## src/rtl/core/sorted_timeout_queue_core_assert.svh

```systemverilog
// ----------------------------------------------------------------------------
// Sorted timeout queue assertion macros
// Shared concurrent assertion forms for the sorted timeout queue, clocked
// on clk and disabled during reset.
// ----------------------------------------------------------------------------
`ifndef SORTED_TIMEOUT_QUEUE_CORE_ASSERT_SVH
`define SORTED_TIMEOUT_QUEUE_CORE_ASSERT_SVH

// The consequent holds in the same cycle as the antecedent.
`define SQC_ASSERT_SAME(lbl, ante, cons) \
    lbl: assert property (@(posedge clk) disable iff (!rst_n) (ante) |-> (cons)) \
        else $error("sorted timeout queue check failed");

// The consequent holds in the cycle after the antecedent.
`define SQC_ASSERT_NEXT(lbl, ante, cons) \
    lbl: assert property (@(posedge clk) disable iff (!rst_n) (ante) |=> (cons)) \
        else $error("sorted timeout queue check failed");

`endif

```

## src/rtl/core/sqc_pkg.sv

```systemverilog
// ----------------------------------------------------------------------------
// Sorted timeout queue package
// Types and constants shared by the queue cells and the queue controller.
// ----------------------------------------------------------------------------
package sqc_pkg;

    localparam int TIME_BITS  = 32;
    localparam int DELAY_BITS = 24;
    localparam int TASK_PORT_BITS = 16;

    localparam logic [1:0] KIND_WAKEUP   = 2'd0;
    localparam logic [1:0] KIND_ACCEPTED = 2'd1;
    localparam logic [1:0] KIND_REJECTED = 2'd2;

    localparam logic CMD_ADD  = 1'b0;
    localparam logic CMD_TICK = 1'b1;

    typedef enum logic {
        ST_IDLE,
        ST_EXPIRE
    } state_t;

    typedef struct packed {
        logic insert;
        logic pop;
    } cell_ctl_t;

endpackage

```

## src/rtl/core/sqc_cell.sv

```systemverilog
// ----------------------------------------------------------------------------
// Sorted timeout queue cell
// Holds one deadline and task. On an insert it keeps its entry, takes the new
// entry or takes its left neighbor's entry; on a pop it takes its right
// neighbor's entry.
// ----------------------------------------------------------------------------
module sqc_cell #(
    parameter int TW = 16
) (
    input  logic                            clk,
    input  sqc_pkg::cell_ctl_t              ctl,
    input  logic [sqc_pkg::TIME_BITS-1:0]   now,
    input  logic [sqc_pkg::TIME_BITS-1:0]   new_key,
    input  logic [sqc_pkg::TIME_BITS-1:0]   new_deadline,
    input  logic [TW-1:0]                   new_task,
    input  logic                            occupied,
    input  logic                            prev_after,
    output logic                            after,
    input  logic [sqc_pkg::TIME_BITS-1:0]   left_deadline,
    input  logic [TW-1:0]                   left_task,
    input  logic [sqc_pkg::TIME_BITS-1:0]   right_deadline,
    input  logic [TW-1:0]                   right_task,
    output logic [sqc_pkg::TIME_BITS-1:0]   deadline,
    output logic [TW-1:0]                   task_id
);
    import sqc_pkg::*;

    logic [TIME_BITS-1:0] deadline_reg;
    logic [TIME_BITS-1:0] deadline_next;
    logic [TW-1:0]        task_reg;
    logic [TW-1:0]        task_next;
    logic [TIME_BITS-1:0] key;

    assign key      = deadline_reg - now;
    assign after    = prev_after && occupied && (key <= new_key);
    assign deadline = deadline_reg;
    assign task_id  = task_reg;

    always_comb
    begin
        deadline_next = deadline_reg;
        task_next     = task_reg;
        if (ctl.insert && !after)
        begin
            if (prev_after)
            begin
                deadline_next = new_deadline;
                task_next     = new_task;
            end
            else
            begin
                deadline_next = left_deadline;
                task_next     = left_task;
            end
        end
        else if (ctl.pop)
        begin
            deadline_next = right_deadline;
            task_next     = right_task;
        end
    end

    always_ff @(posedge clk)
    begin
        deadline_reg <= deadline_next;
        task_reg     <= task_next;
    end

endmodule

```

## config.mk

```make
export PLATFORM = sky130hd
export DESIGN_NAME = sqc_cell
export DESIGN_NICKNAME = d
export VERILOG_FILES = /design/src/rtl/core/sorted_timeout_queue_core_assert.svh /design/src/rtl/core/sqc_pkg.sv /design/src/rtl/core/sqc_cell.sv
export SDC_FILE = /design/constraint.sdc
export NUM_CORES = 1
export LEC_CHECK = 0
export ABC_AREA = 1
export BUFFER_PORTS_ARGS = -buffer_cell sky130_fd_sc_hd__buf_2
export CAP_MARGIN = 20
export CORE_ASPECT_RATIO = 0.6
export CORE_UTILIZATION = 48
export DETAILED_ROUTE_END_ITERATION = 10
export GPL_TIMING_DRIVEN = 0
export PLACE_DENSITY = 0.8
export SYNTH_ARGS = -nofsm -noshare
export SYNTH_HDL_FRONTEND = slang
export SYNTH_SLANG_ARGS = --single-unit
```

## constraint.sdc

```tcl
create_clock -name clk -period 7 [get_ports clk]
set_input_delay 1.4 -clock clk [delete_from_list [all_inputs] [get_ports clk]]
set_output_delay 1.4 -clock clk [all_outputs]
set_load 0.01 [all_outputs]
```

Word level (Yosys, flattened, before mapping)
Cells that the tools add are included.

Bits in latches: 0. Memory bits (writable): 0. Input bits: 213. Memories kept: 0. Bits in read-only memories: 0. Output and inout bits: 49. Bits in registers: 48.

Shift operators: 0. Reductions and logical operators: 5. Eq/ne operators: 0. Multiplexer cells: 6. Add/subtract/negate cells: 1. Multiply operators: 0. Divide/modulo/power cells: 0. Bitwise gates (word level): 0. $lt $le $gt $ge: 1.

Operator list (number): 32-bit 2-to-1 mux (3); 16-bit 2-to-1 mux (3); 32-bit <= comparator (1); 32-bit subtractor (1); 1-bit logical AND (3); 2-bit nonzero test (1); 1-bit logical NOT (1).

Depth between registers and ports, before layout
Word-level depth: 6. Mapped depth: 29. Gate-level depth less buffers: 27.

Worst setup path before layout
Ideal clock, no wire load.

Path kind: in2reg. Start point: in now[0] (netlist name). End point: reg deadline_reg[0], in the netlist deadline[0], enable pin. Arrival: 5.094 ns. Data required time: 6.593 ns. Cell stages on the path: 23. Slack: 1.499 ns. Path buffers: 2. Setup time: 0.407 ns. Cells stage by stage: ha_1 -> fa_1 -> o21ai_2 -> a21oi_1 -> o21ai_2 -> nand2_1 -> nand2_1 -> nand2_1 -> nand3_1 -> nand2_1 -> ha_1 -> nand2_1 -> nor2_1 -> nand2_1 -> nor2_1 -> nand2_1 -> nand2_1 -> nand2_1 -> nand2_2 -> nand2_2 -> buf_6 -> buf_6 -> nand2_1.

Cells in the longest elaborated chain, start to end: 6.

Ends and longest elaborated chain: start: declaration (line sqc_cell.sv:12) `input logic [sqc_pkg::TIME_BITS-1:0] now,`; 32-bit subtractor (line sqc_cell.sv:34) `assign key = deadline_reg - now;`; 32-bit <= comparator (line sqc_cell.sv:35) `assign after = prev_after && occupied && (key <= new_key);`; 1-bit logical AND (line sqc_cell.sv:35); 1-bit logical NOT (line sqc_cell.sv:43) `if (ctl.insert && !after)`; 1-bit logical AND (line sqc_cell.sv:43); 2-bit nonzero test (no line); end signal: assignment (line sqc_cell.sv:65) `deadline_reg <= deadline_next;`; end: declaration (line sqc_cell.sv:28) `logic [TIME_BITS-1:0] deadline_reg;`.

Every way passes these cells. A chain may end at the register's enable or synchronous reset.

Worst setup path after layout
Start point: in now[0] (netlist name). End point: out after.

Cells in the longest elaborated chain, start to end: 3.

Ends and longest elaborated chain: 32-bit subtractor (line sqc_cell.sv:34); 32-bit <= comparator (line sqc_cell.sv:35); 1-bit logical AND (line sqc_cell.sv:35); end: declaration (line sqc_cell.sv:18) `output logic after,`.

Every way passes these cells.

==> summary.md <==
| Metric | Value |
|---|---|
| Status | `completed` |
| Core ar. | `~0.011 mm²` |
| GRT Total Usage | `27.7%` |
| Setup WS pre-CTS | `between 0.8 and 0.9 ns` |
| Final min period | `slightly above 6 ns` |
| Area growth syn-to-layout | `30.2%` |
| Most Crowded Layer GR | `met2` |
| CTS Hold Bufs | `0` |
| Unique cell type count in the Yosys netlist | `33` |
| Fraction of registers with async set/reset | `0%` |
| Vias post-DR | `about 6000` |
| Worst vdd ir | `roughly 0.11 mV` |
| RSZ-0062 raised after global routing | `no` |
| Met2 Resource Use GR | `between 40% and 50%` |
| GRT Residual Overflow | `0` |
| Pin count of the biggest net entering global routing | `32` |
| DP HPWL | `~14000 µm` |
| Number of flip-flops in the largest register | `32` |
| Synthesized area | `approximately 0.0055 mm²` |
| Synthesized Nets | `1029` |
| Crit path kind | `in2out` |
| Global-route wire length before repair | `about 26000 µm` |
| CP Max Fanout | `10` |
| Vias in the first global route | `around 5400` |
| Post-synthesis sequential area ratio | `26.4%` |
| Overall Power | `approximately 1.4 mW` |
| Slew HR | `between 60% and 70%` |
| Die width | `around 140 µm` |
| Fin. max-slew vios | `0` |
| Synth area leader | `edfxtp_1` |
| Leakage power | `approximately 4 nW` |
| I/O Pins | `around 260` |
| Fmax | `approximately 160 MHz` |
| NumNets Final | `roughly 1300` |
| Met1 Use GR | `between 30% and 40%` |
| Worst Path Required | `5.60 ns` |
| Worst-Margin Slew | `between 0.5 and 0.6 ns` |
| Final Hold Viols | `0` |
| Routed Antenna Nets | `0` |
| Post-Route WL | `around 16000 µm` |
| Routing usage on met3 | `under 10%` |
| Die Footprint | `0.0118 mm²` |
| PD cells | `196 mW/mm²` |
| Clock Tree Buf Depth | `2` |
| Row cnt | `29` |
| TritonRoute pass-1 iters | `7` |
| Number of synthesized flops with an enable pin | `48` |
| Crit share post-route | `about nine tenths` |
| Initial antenna violation count | `2` |
| RD Place Congestion | `~0.95` |
| H-Tree Depth | `2` |
| CTS Sinks | `48` |
| Root buffer cell | `clkbuf_16` |
| Count leader, synth | `nand2_1` |
| Fin Setup TNS | `0 ns` |
| Clock latency on the worst-skew pair | `approximately 0.28 ns` |
| Setup violations, final | `0` |
| Layout cells sized above 1 | `32.9%` |
| CTS tree | `done` |
| Port Buf Inserts | `261` |
| Top cell type's share of synthesized area | `a little over a quarter` |
| Gate Count Post-Synth | `around 750` |
| # resized after CTS | `0` |
| Yosys reg bits | `48` |
| Starting density of the core | `between 50 and 60%` |
| Avg Inst Size Synth | `around 7.3 µm²` |
| CTS buffer count | `5` |
| CP endpoint kind | `primary output` |
| Hold crit path type | `in2reg` |
| Final setup margin | `0.807 ns` |
| Prevailing post-synth register cell | `edfxtp_1` |
| Worst-path clk slew | `around 0.070 ns` |
| Arrival @ worst endpoint | `roughly 4.8 ns` |
| Vias/cell | `between 5 and 6` |
| Top cells by area, synth | `edfxtp_1 (26%), nand2_1 (15%), ha_1 (14%), mux2_2 (9.9%), inv_1 (7.5%)` |
| Leading post-synthesis cells by instance count | `nand2_1 (223), inv_1 (109), ha_1 (63)` |
| DRC violations left | `0` |
| Max-cap viol count | `0` |
| Die height | `about 85 µm` |
| CP Launch Type | `input pin` |
| Number of synthesis warnings | `0` |
| Setup bufs post-CTS | `0` |
| Min Hold Slack | `between 1 and 1.5 ns` |
| Skew final | `between 0.007 and 0.008 ns` |
| DR WL/cell | `roughly 14 µm` |
| 1st-iter DRT viols | `~370` |
## path summary, 6_finish.rpt
| path | start | slack (ns) | depth (start not counted) | to |
|---|---|---|---|---|
| min | right_deadline[18] | 1.38 | 3 | deadline[18] |
| max reg2reg | deadline[0] | 2.42 | 25 | deadline[3] |
| max | now[0] | 0.81 | 23 | after |
| min reg2reg | deadline[0] | 1.73 | 12 | task_id[4] |
## area by class of cell
type                    count  area, µm²
clock inverters             2       11.3
clock buffers               6        129
well taps                 139        174
fillers                  1042       3710
flip-flops and latches     48       1440
repair buffers            262       1330
inverters                 109        409
plain buffers              20        113
multi-input cells         575       3500
diodes                      2       5.00
## cell families after synthesis
kind of cell	after synthesis	share of synthesized area, %
muxes	48	9.90
xor gates and xnor gates	24	3.85
buffers and inverters	129	9.56
adders and majority gates	64	14.8
and+or+nand+nor	338	25.3
DFF	48	26.4
AOI/OAI and AO/OA	101	10.2
## power by group
group	internal, mW	total (mW)	switching [mW]
clock network	0.131	0.232	0.101
registers	0.373	0.393	0.0198
logic	0.313	0.766	0.453
total	0.817	1.39	0.574
## per-stage QoR
stage               utilization [%]  instance area (µm²)  cells
CTS                            65.7                 7100   1161
detailed placement             64.4                 6960   1153
global placement               64.2                 6940   1152
floorplan                         -                 5460    752
finish                         65.7                 7110   1163
global route                   65.7                 7110   1163
## layout by cell type, fill, tap and decap left out, types with 4 or more instances in the layout
cell type  synthesis  routed
a21o_1             4       4
a21oi_1           56      56
buf_2              9     270
clkbuf_1           7       8
clkbuf_16          0       5
edfxtp_1          48      48
ha_1              63      63
inv_1            109     109
mux2_2            48      48
nand2_1          223     222
nand3_1           62      62
nor2_1            37      37
nor3_1             8       8
o21ai_0           25      25
xnor2_1            7       7
xor2_1            17      17
## critical path, stage by stage
cell and delay (ns):
buf_2 0.10, ha_1 0.21, fa_1 0.42, o21ai_2 0.23
a21oi_1 0.16, o21ai_2 0.23, nand2_1 0.08, nand2_1 0.14
nand2_1 0.09, nand3_1 0.08, nand2_1 0.07, ha_1 0.27
nand2_1 0.06, nor2_1 0.15, nand2_1 0.10, nor2_1 0.16
nand2_1 0.07, nand2_1 0.05, nand2_1 0.13, nand2_2 0.16
buf_2 0.23, inv_1 0.07, buf_2 0.14
## routing by layer
metal	up-vias	part of all wire, %
li1	3035	-
met1	2555	48
met2	235	44
met3	18	6.3
met4	0	1.6
met5	-	0
No activity file was read; power rests on OpenSTA's default activity.
